==> src/rtl/time_ordered_retransmit_queue_defines.svh <==
// Assertion macros for the time-ordered retransmit queue.
// No dependencies; included by the top level.
`ifndef TIME_ORDERED_RETRANSMIT_QUEUE_DEFINES_SVH
`define TIME_ORDERED_RETRANSMIT_QUEUE_DEFINES_SVH

// Check that cons holds in the same cycle as ante.
`define TORQ_ASSERT_IMP(label, clk, rst_n, ante, cons) \
  label: assert property (@(posedge clk) disable iff (!rst_n) (ante) |-> (cons)) \
    else $error("queue check failed: same-cycle implication");

// Check that cons holds in the cycle after ante.
`define TORQ_ASSERT_NXT(label, clk, rst_n, ante, cons) \
  label: assert property (@(posedge clk) disable iff (!rst_n) (ante) |=> (cons)) \
    else $error("queue check failed: next-cycle implication");

`endif

==> src/rtl/torq_pkg.sv <==
// Shared types and codes for the time-ordered retransmit queue.
// No dependencies.
package torq_pkg;

  localparam int unsigned SeqW  = 16;
  localparam int unsigned TimeW = 32;
  localparam int unsigned OccW  = 5;

  typedef enum logic [1:0] {
    ACT_INSERT = 2'd0,
    ACT_POP    = 2'd1,
    ACT_DELETE = 2'd2
  } torq_action_e;

  typedef enum logic [1:0] {
    ST_OK        = 2'd0,
    ST_EMPTY     = 2'd1,
    ST_NOT_FOUND = 2'd2,
    ST_FULL      = 2'd3
  } torq_status_e;

  // One stored entry.
  typedef struct packed {
    logic [SeqW-1:0]  seq_num;
    logic [TimeW-1:0] sent_time;
  } torq_entry_t;

  // Command broadcast to every cell.
  typedef struct packed {
    logic             en;
    torq_action_e     op;
    logic [SeqW-1:0]  seq_num;
    logic [TimeW-1:0] sent_time;
  } torq_cmd_t;

endpackage

==> src/rtl/torq_in_if.sv <==
// Input channel of the retransmit queue: valid/ready plus one command word.
// Depends on torq_pkg.
interface torq_in_if
  import torq_pkg::*;
  ();
  logic             valid;
  logic             ready;
  logic [1:0]       action;
  logic [SeqW-1:0]  in_seq_num;
  logic [TimeW-1:0] in_sent_time;

  modport source (output valid, action, in_seq_num, in_sent_time, input ready);
  modport sink   (input valid, action, in_seq_num, in_sent_time, output ready);
endinterface

==> src/rtl/torq_out_if.sv <==
// Output channel of the retransmit queue: valid/ready plus one result word.
// Depends on torq_pkg.
interface torq_out_if
  import torq_pkg::*;
  ();
  logic             valid;
  logic             ready;
  logic [SeqW-1:0]  out_seq_num;
  logic [TimeW-1:0] out_sent_time;
  logic [1:0]       status;
  logic [OccW-1:0]  occupancy;

  modport source (output valid, out_seq_num, out_sent_time, status, occupancy,
                  input ready);
  modport sink   (input valid, out_seq_num, out_sent_time, status, occupancy,
                  output ready);
endinterface

==> src/rtl/torq_cell.sv <==
// One slot of the sorted chain: holds an entry and trades with its neighbors.
// Depends on torq_pkg.
module torq_cell
  import torq_pkg::*;
(
  input  logic        clk_i,
  input  torq_cmd_t   cmd_i,
  input  logic        in_use_i,
  input  torq_entry_t left_i,
  input  logic        left_stay_i,
  input  torq_entry_t right_i,
  input  logic        found_i,
  output torq_entry_t entry_o,
  output logic        stay_o,
  output logic        found_o
);

  torq_entry_t ent_q, ent_d;
  logic        match;

  always_comb begin
    stay_o  = in_use_i && (ent_q.sent_time <= cmd_i.sent_time);
    match   = in_use_i && (ent_q.seq_num == cmd_i.seq_num);
    found_o = found_i | match;
    ent_d   = ent_q;
    unique case (cmd_i.op)
      ACT_INSERT: begin
        // keep earlier-or-equal entries, take the new word at the boundary,
        // shift the rest one slot toward the tail
        if (!stay_o) begin
          if (left_stay_i) begin
            ent_d.seq_num   = cmd_i.seq_num;
            ent_d.sent_time = cmd_i.sent_time;
          end else begin
            ent_d = left_i;
          end
        end
      end
      ACT_POP:    ent_d = right_i;
      ACT_DELETE: begin
        if (found_o) ent_d = right_i;
      end
      default:    ent_d = ent_q;
    endcase
  end

  always_ff @(posedge clk_i) begin
    if (cmd_i.en) ent_q <= ent_d;
  end

  assign entry_o = ent_q;

endmodule

==> src/rtl/time_ordered_retransmit_queue.sv <==
// Time-ordered retransmit queue: bounded sorted queue of (sequence, send time).
// Depends on torq_pkg, torq_in_if, torq_out_if, torq_cell and the defines header.
//
// Usage:
//   in_i  carries one command word: action (insert, pop earliest, delete by
//         sequence number), a sequence number and a send time.
//   out_o returns exactly one result word per command: popped entry (zero
//         unless a successful pop), status and the occupancy after the command.
// Entries sit in a row of QUEUE_DEPTH cells sorted by send time, head in
// cell 0. Each enabled command updates all cells in parallel: insert shifts later
// entries one cell toward the tail, pop and delete shift toward the head.
// The result is registered and shows in the cycle after acceptance.
// Throughput: one command per cycle while the receiver takes results; the
// cell update and the match chain across the row set the cycle.
// When out_o stalls, in_i holds ready low until the pending result is taken;
// no command is lost or reordered.
// Reset empties the queue at once (the count clears; cell contents are not
// cleared and are never read while unused). No clearing pass is needed.
`include "time_ordered_retransmit_queue_defines.svh"

module time_ordered_retransmit_queue
  import torq_pkg::*;
#(
  parameter int unsigned QUEUE_DEPTH = 16
) (
  input  logic clk_i,
  input  logic rst_ni,
  torq_in_if.sink    in_i,
  torq_out_if.source out_o
);

  localparam int unsigned CntW = $clog2(QUEUE_DEPTH + 1);

  logic [CntW-1:0] cnt_q, cnt_d;
  logic            out_valid_q;
  torq_entry_t     out_ent_q, out_ent_d;
  torq_status_e    status_q, status_d;

  logic         accept;
  logic         full, empty;
  torq_action_e act;
  torq_cmd_t    cmd;

  torq_entry_t entry  [QUEUE_DEPTH];
  logic        stay   [QUEUE_DEPTH];
  logic        found  [QUEUE_DEPTH];

  // Accept a new word whenever the result register is free or draining.
  assign in_i.ready = !out_valid_q || out_o.ready;
  assign accept     = in_i.valid && in_i.ready;
  assign act        = torq_action_e'(in_i.action);
  assign full       = (cnt_q == CntW'(QUEUE_DEPTH));
  assign empty      = (cnt_q == '0);

  always_comb begin
    cmd.op        = act;
    cmd.seq_num   = in_i.in_seq_num;
    cmd.sent_time = in_i.in_sent_time;
    // Refused inserts and pops on empty leave the row alone.
    cmd.en        = accept && !((act == ACT_INSERT) && full)
                           && !((act == ACT_POP) && empty);
  end

  // Row of cells; cell 0 is the head, the last cell pulls in filler on shifts.
  for (genvar g = 0; g < QUEUE_DEPTH; g++) begin : g_cell
    torq_entry_t left_ent, right_ent;
    logic        left_stay, found_in;

    if (g == 0) begin : g_head
      assign left_ent  = '0;
      assign left_stay = 1'b1;
      assign found_in  = 1'b0;
    end else begin : g_body
      assign left_ent  = entry[g-1];
      assign left_stay = stay[g-1];
      assign found_in  = found[g-1];
    end

    if (g == QUEUE_DEPTH - 1) begin : g_tail
      assign right_ent = '0;
    end else begin : g_mid
      assign right_ent = entry[g+1];
    end

    torq_cell u_cell (
      .clk_i       (clk_i),
      .cmd_i       (cmd),
      .in_use_i    (CntW'(g) < cnt_q),
      .left_i      (left_ent),
      .left_stay_i (left_stay),
      .right_i     (right_ent),
      .found_i     (found_in),
      .entry_o     (entry[g]),
      .stay_o      (stay[g]),
      .found_o     (found[g])
    );
  end

  // Work out status, returned entry and the new count.
  always_comb begin
    cnt_d     = cnt_q;
    out_ent_d = '0;
    status_d  = ST_OK;
    unique case (act)
      ACT_INSERT: begin
        if (full) status_d = ST_FULL;
        else      cnt_d    = cnt_q + CntW'(1);
      end
      ACT_POP: begin
        if (empty) begin
          status_d = ST_EMPTY;
        end else begin
          out_ent_d = entry[0];
          cnt_d     = cnt_q - CntW'(1);
        end
      end
      ACT_DELETE: begin
        if (found[QUEUE_DEPTH-1]) cnt_d    = cnt_q - CntW'(1);
        else                      status_d = ST_NOT_FOUND;
      end
      default: ;
    endcase
  end

  // Hold the count and the result word; drop valid once the word is taken.
  always_ff @(posedge clk_i or negedge rst_ni) begin
    if (!rst_ni) begin
      cnt_q       <= '0;
      out_valid_q <= 1'b0;
    end else begin
      if (accept) begin
        cnt_q       <= cnt_d;
        out_valid_q <= 1'b1;
      end else if (out_o.ready) begin
        out_valid_q <= 1'b0;
      end
    end
  end

  always_ff @(posedge clk_i) begin
    if (accept) begin
      out_ent_q <= out_ent_d;
      status_q  <= status_d;
    end
  end

  assign out_o.valid         = out_valid_q;
  assign out_o.out_seq_num   = out_ent_q.seq_num;
  assign out_o.out_sent_time = out_ent_q.sent_time;
  assign out_o.status        = status_q;
  assign out_o.occupancy     = OccW'(cnt_q);

  // Count stays within the row.
  `TORQ_ASSERT_IMP(a_cnt_bound, clk_i, rst_ni, 1'b1, cnt_q <= CntW'(QUEUE_DEPTH))
  // A pending result is never overwritten by a new word.
  `TORQ_ASSERT_IMP(a_no_overrun, clk_i, rst_ni, accept, !out_valid_q || out_o.ready)
  // A successful pop shrinks the queue by exactly one.
  `TORQ_ASSERT_NXT(a_pop_dec, clk_i, rst_ni, accept && (act == ACT_POP) && !empty, cnt_q == $past(cnt_q) - CntW'(1))
  // An insert into a full queue is reported as full and changes nothing.
  `TORQ_ASSERT_NXT(a_full_refuse, clk_i, rst_ni, accept && (act == ACT_INSERT) && full, (status_q == ST_FULL) && $stable(cnt_q))

endmodule
==> src/flat_wrapper.sv <==
// flat-port wrapper written by rule: the top's interface ports become plain ports
module time_ordered_retransmit_queue_flat import torq_pkg::*;
#(
  parameter int unsigned QUEUE_DEPTH = 16
)
  (clk_i, rst_ni, in_i_valid, in_i_action, in_i_in_seq_num, in_i_in_sent_time, in_i_ready, out_o_valid, out_o_out_seq_num, out_o_out_sent_time, out_o_status, out_o_occupancy, out_o_ready);
  torq_in_if in_i_i ();
  torq_out_if out_o_i ();
  input  logic clk_i;
  input  logic rst_ni;
  input wire logic [$bits(in_i_i.valid)-1:0] in_i_valid;
  input wire logic [$bits(in_i_i.action)-1:0] in_i_action;
  input wire logic [$bits(in_i_i.in_seq_num)-1:0] in_i_in_seq_num;
  input wire logic [$bits(in_i_i.in_sent_time)-1:0] in_i_in_sent_time;
  output wire logic [$bits(in_i_i.ready)-1:0] in_i_ready;
  output wire logic [$bits(out_o_i.valid)-1:0] out_o_valid;
  output wire logic [$bits(out_o_i.out_seq_num)-1:0] out_o_out_seq_num;
  output wire logic [$bits(out_o_i.out_sent_time)-1:0] out_o_out_sent_time;
  output wire logic [$bits(out_o_i.status)-1:0] out_o_status;
  output wire logic [$bits(out_o_i.occupancy)-1:0] out_o_occupancy;
  input wire logic [$bits(out_o_i.ready)-1:0] out_o_ready;
  assign in_i_i.valid = in_i_valid;
  assign in_i_i.action = in_i_action;
  assign in_i_i.in_seq_num = in_i_in_seq_num;
  assign in_i_i.in_sent_time = in_i_in_sent_time;
  assign in_i_ready = in_i_i.ready;
  assign out_o_valid = out_o_i.valid;
  assign out_o_out_seq_num = out_o_i.out_seq_num;
  assign out_o_out_sent_time = out_o_i.out_sent_time;
  assign out_o_status = out_o_i.status;
  assign out_o_occupancy = out_o_i.occupancy;
  assign out_o_i.ready = out_o_ready;
  time_ordered_retransmit_queue #(.QUEUE_DEPTH(QUEUE_DEPTH)) u_core (.clk_i(clk_i), .rst_ni(rst_ni), .in_i(in_i_i), .out_o(out_o_i));
endmodule
==> config.mk <==
export PLATFORM = sky130hd
export DESIGN_NAME = time_ordered_retransmit_queue_flat
export DESIGN_NICKNAME = d
export VERILOG_FILES = /design/src/rtl/torq_pkg.sv /design/src/rtl/torq_in_if.sv /design/src/rtl/torq_out_if.sv /design/src/rtl/torq_cell.sv /design/src/rtl/time_ordered_retransmit_queue.sv /design/src/flat_wrapper.sv
export VERILOG_INCLUDE_DIRS = /design/src /design/src/rtl
export SDC_FILE = /design/constraint.sdc
export NUM_CORES = 2
export LEC_CHECK = 0
export BUFFER_PORTS_ARGS = -buffer_cell sky130_fd_sc_hd__buf_2
export CORE_ASPECT_RATIO = 1.75
export CORE_MARGIN = 2
export CORE_UTILIZATION = 50
export CTS_CLUSTER_DIAMETER = 100
export CTS_CLUSTER_SIZE = 14
export DETAILED_ROUTE_END_ITERATION = 10
export PLACE_DENSITY = 0.66
export SYNTH_ARGS = -nofsm -noshare
export SYNTH_HDL_FRONTEND = slang
export SYNTH_SLANG_ARGS = --single-unit
==> constraint.sdc <==
create_clock -name clk_i -period 14.1 [get_ports clk_i]
set_clock_uncertainty 0.15 [all_clocks]
set_input_delay 2.82 -clock clk_i [delete_from_list [all_inputs] [get_ports clk_i]]
set_output_delay 2.82 -clock clk_i [all_outputs]
set_load 0.02 [all_outputs]
==> summary.txt <==
Outcome
  – Status: complete, but fails checks
  – Failing checks: max-capacitance violations, max-slew violations

Floorplanning
  – Die H: 459 um
  – I/O pin count: 111
  – Core area: 0.118 mm2
  – # rows: 167
  – Initial Util: 50.2%
  – Die Span X: 264 um
  – Die area: 0.121 mm2

Logic synthesis
  – Post-synthesis sequential area ratio: 41.8%
  – FFs w/ async S/R, synth: 0.728%
  – Synth top area share: 41.5%
  – Ys flop type: edfxtp_1
  – Post-synthesis register bit count: 824
  – Yosys synthesis warning count: 0
  – Synth area leader: edfxtp_1
  – Number of synthesized flops with an enable pin: 818
  – Top cells by area, synth: edfxtp_1 (42%), ha_1 (11%), o21ai_0 (4.1%), nand3_1 (3.7%), o311ai_0 (2.9%)
  – Mapped Area: 0.0591 mm2
  – Mean Syn Cell Area: 9.85 um2
  – Cell count after synthesis: 6004
  – Yosys cell types: 81
  – Syn_nets: 6579

STA
  – Tmin final: 7.54 ns
  – Max-slew violations: 5
  – RSZ-0062 raised after global routing: no
  – Final hold vios: 0
  – Worst slew pin tran: 1.68 ns
  – Final Cycle Share: 53.5%
  – Setup_tns: 0 ns
  – Final setup viols: 0
  – Slew Limit Headroom: -12.4%
  – Fmax: 0.133 GHz

Drt
  – Routed WL: 266000 um
  – Post-route ant nets: 0
  – Drt initial violations: 7547
  – DRC viols: 0
  – DRT Pass-1 Iters: 7
  – Via count: 53900
  – Vias per inst: 7.31
  – Avg WL per Cell: 36.1 um

Layout
  – Area delta synth->final: 6.66%
  – Commonest cells after routing, fill and taps aside: edfxtp_1 (818), ha_1 (520), o21ai_0 (482), nand3_1 (437), nand2_1 (380)
  – Commonest non-fill, non-tap cell in the layout: edfxtp_1
  – Final core utilization: 53.5%
  – Final instance area: 0.0631 mm2
  – Final net count: 6393
  – Fill cells: 10700
  – Share of cells above drive strength 1: 8.74%

Global routing
  – Pin count of the biggest net entering global routing: 168
  – First-pass GRT wire length: 374000 um
  – M2 GR Usage: 65.8%
  – Number of global-route vias before repair: 51200
  – Total track usage: 42.8%
  – Met1 Use GR: 47.9%
  – Met3 Use GR: 8.67%
  – Most used routing layer: met2
  – Gr ovfl total: 0
  – Initial antenna violation count: 19

Clock tree
  – Clk buf depth: 3
  – CTS resizes: 0
  – # hold bufs at CTS: 0
  – Root Driver: clkbuf_16
  – H-tree Lvls: 3
  – Setup Buffers After CTS: 0
  – Clk sink count: 824
  – TritonCTS Buffers: 69
  – Clock Pin Slew Worst Setup and Hold Paths: 0.08 ns
  – Later-pin clock latency in the skew report: 0.73 ns
  – TritonCTS clock tree: done

Critical path
  – Critical path's largest stage delay: 0.74 ns
  – Critical Path Fanout Max: 40
  – CP endpoint: u_core.g_cell[4].u_cell.entry_o[29]
  – Crit path capture type: flip-flop
  – Startpoint Class: primary input
  – Cells on worst reg2reg path: 10
  – Slowest cell on crit path: buf_4
  – RR Endpoint: u_core.g_cell[8].u_cell.entry_o[30]
  – Setup crit start: in_i_in_sent_time[30]
  – Worst setup path class: primary input to flip-flop
  – Critical Path AT: 7.71 ns
  – Crit-path most repeated cell: buf_4
  – R2R Path Start: u_core.out_o.occupancy[3]
  – Worst reg-to-reg setup slack: 8.27 ns
  – Crit path cell chain: buf_2, inv_1, ha_1, nand4_1, nor2_1, nand3_1, nor3_1, nor2_4, buf_4, nor2_1, buf_4, a221oi_4, buf_4
  – Critical path required time: 14.26 ns

Run
  – Max-cap violations: 2

Power and ir drop
  – Peak VDD IR: 0.136 mV
  – Pwr Density: 145 mW/mm2
  – Leak Pwr: 23.8 nW

Placed design
  – Port bufs: 110
  – Post-DP HPWL: 181000 um
  – Gpl congestion: 1.02
  – Placed Area: 0.0611 mm2

Min path
  – Min-delay worst type: flip-flop to flip-flop
  – Hold wc startpoint: u_core.out_o.valid
[sequential cells by signal (all words and copies together) (netlist names)]
name                          count
u_core.out_o.status               2
u_core.out_o.out_seq_num         16
u_core.out_o.valid                1
u_core.out_o.out_sent_time       32
u_core.g_cell.u_cell.entry_o    768
u_core.out_o.occupancy            5
[critical path, delay by kind of cell]
family / cells / cell delay, ns
and+or+nand+nor: 6 / 1.43
buffers and inverters: 5 / 2.29
AOI/OAI and AO/OA: 1 / 0.63
adders and majority gates: 1 / 0.37
[metal layers]
layer	vias up	wire, um
met4	8	34800
met3	1135	25300
met1	26100	88100
met5	-	48
met2	3985	118000
li1	22600	-
[cells by family after synthesis]
logic type / count (synthesis) / share of synthesized area, %
AND/OR/NAND/NOR: 1696 / 14.9
multiplexers: 66 / 1.12
buffers and inverters: 896 / 6.18
AO/OA/AOI/OAI: 1740 / 21.1
flip-flops: 824 / 41.8
XOR/XNOR: 261 / 3.87
adder cells (fa/ha/maj): 521 / 11.0
[synthesized netlist by cell type, types with 7 or more instances]
cell and number:
nand4_1 128, buf_4 29, a2bb2oi_1 31, edfxtp_1 818
a221o_1 51, nor2_1 209, o221a_2 49, a2111oi_0 56
buf_1 10, nor2b_1 59, buf_6 9, and4_1 9
xnor2_1 119, a211oi_1 17, nand2b_1 89, and3_1 10
nand3_1 438, nor4_1 95, o311ai_0 198, a22oi_1 177
o221ai_1 49, a211o_1 7, and2_1 53, xor2_1 142
a21o_1 166, a221oi_2 11, o21ai_1 19, buf_2 88
inv_1 367, a21oi_1 162, o211ai_1 21, or3_1 9
o311ai_1 45, nand2_1 381, a221oi_1 63, clkbuf_1 386
nor3b_1 143, o21a_1 50, nor3_1 42, mux2i_1 65
a41oi_1 33, o21ai_0 484, ha_1 521
[worst min-delay path by stage]
stage               depth (start not counted)  slack, ns                            end
floorplan                                   1       0.37  u_core.out_o.out_sent_time[0]
global placement                            2       0.37             u_core.out_o.valid
detailed placement                          2       0.37             u_core.out_o.valid
CTS                                         2       0.39             u_core.out_o.valid
global route                                2       0.42             u_core.out_o.valid
finish                                      2       0.39             u_core.out_o.valid
[power by group]
| part | internal [W] | switching (W) | total, W |
|---|---|---|---|
| Combinational | 0.00108 | 0.00266 | 0.00374 |
| Clock | 0.000893 | 0.00101 | 0.00190 |
| Sequential | 0.00319 | 0.000348 | 0.00354 |
[final cells by class]
class	count	area [um2]	share of cell area, %
tap	1521	1900	3.02
multi-input combinational	4284	31400	49.7
inverter	368	1390	2.20
sequential	824	24700	39.2
clock buffer	76	1750	2.78
antenna	12	30.0	0.0476
clock inverter	9	116	0.184
timing repair buffer	271	1820	2.89
[stage by stage]
stage | worst slack, ns | instances | total power, W | hold slack (ns)
floorplan | 4.59 | 6004 | 0.00561 | 0.375
global placement | 6.00 | 7265 | 0.00703 | 0.365
detailed placement | 5.95 | 7265 | 0.00710 | 0.369
CTS | 6.65 | 7350 | 0.00896 | 0.391
global route | 6.53 | 7357 | 0.00938 | 0.416
finish | 6.56 | 7365 | 0.00918 | 0.386
(Power assumes the default switching activity.)
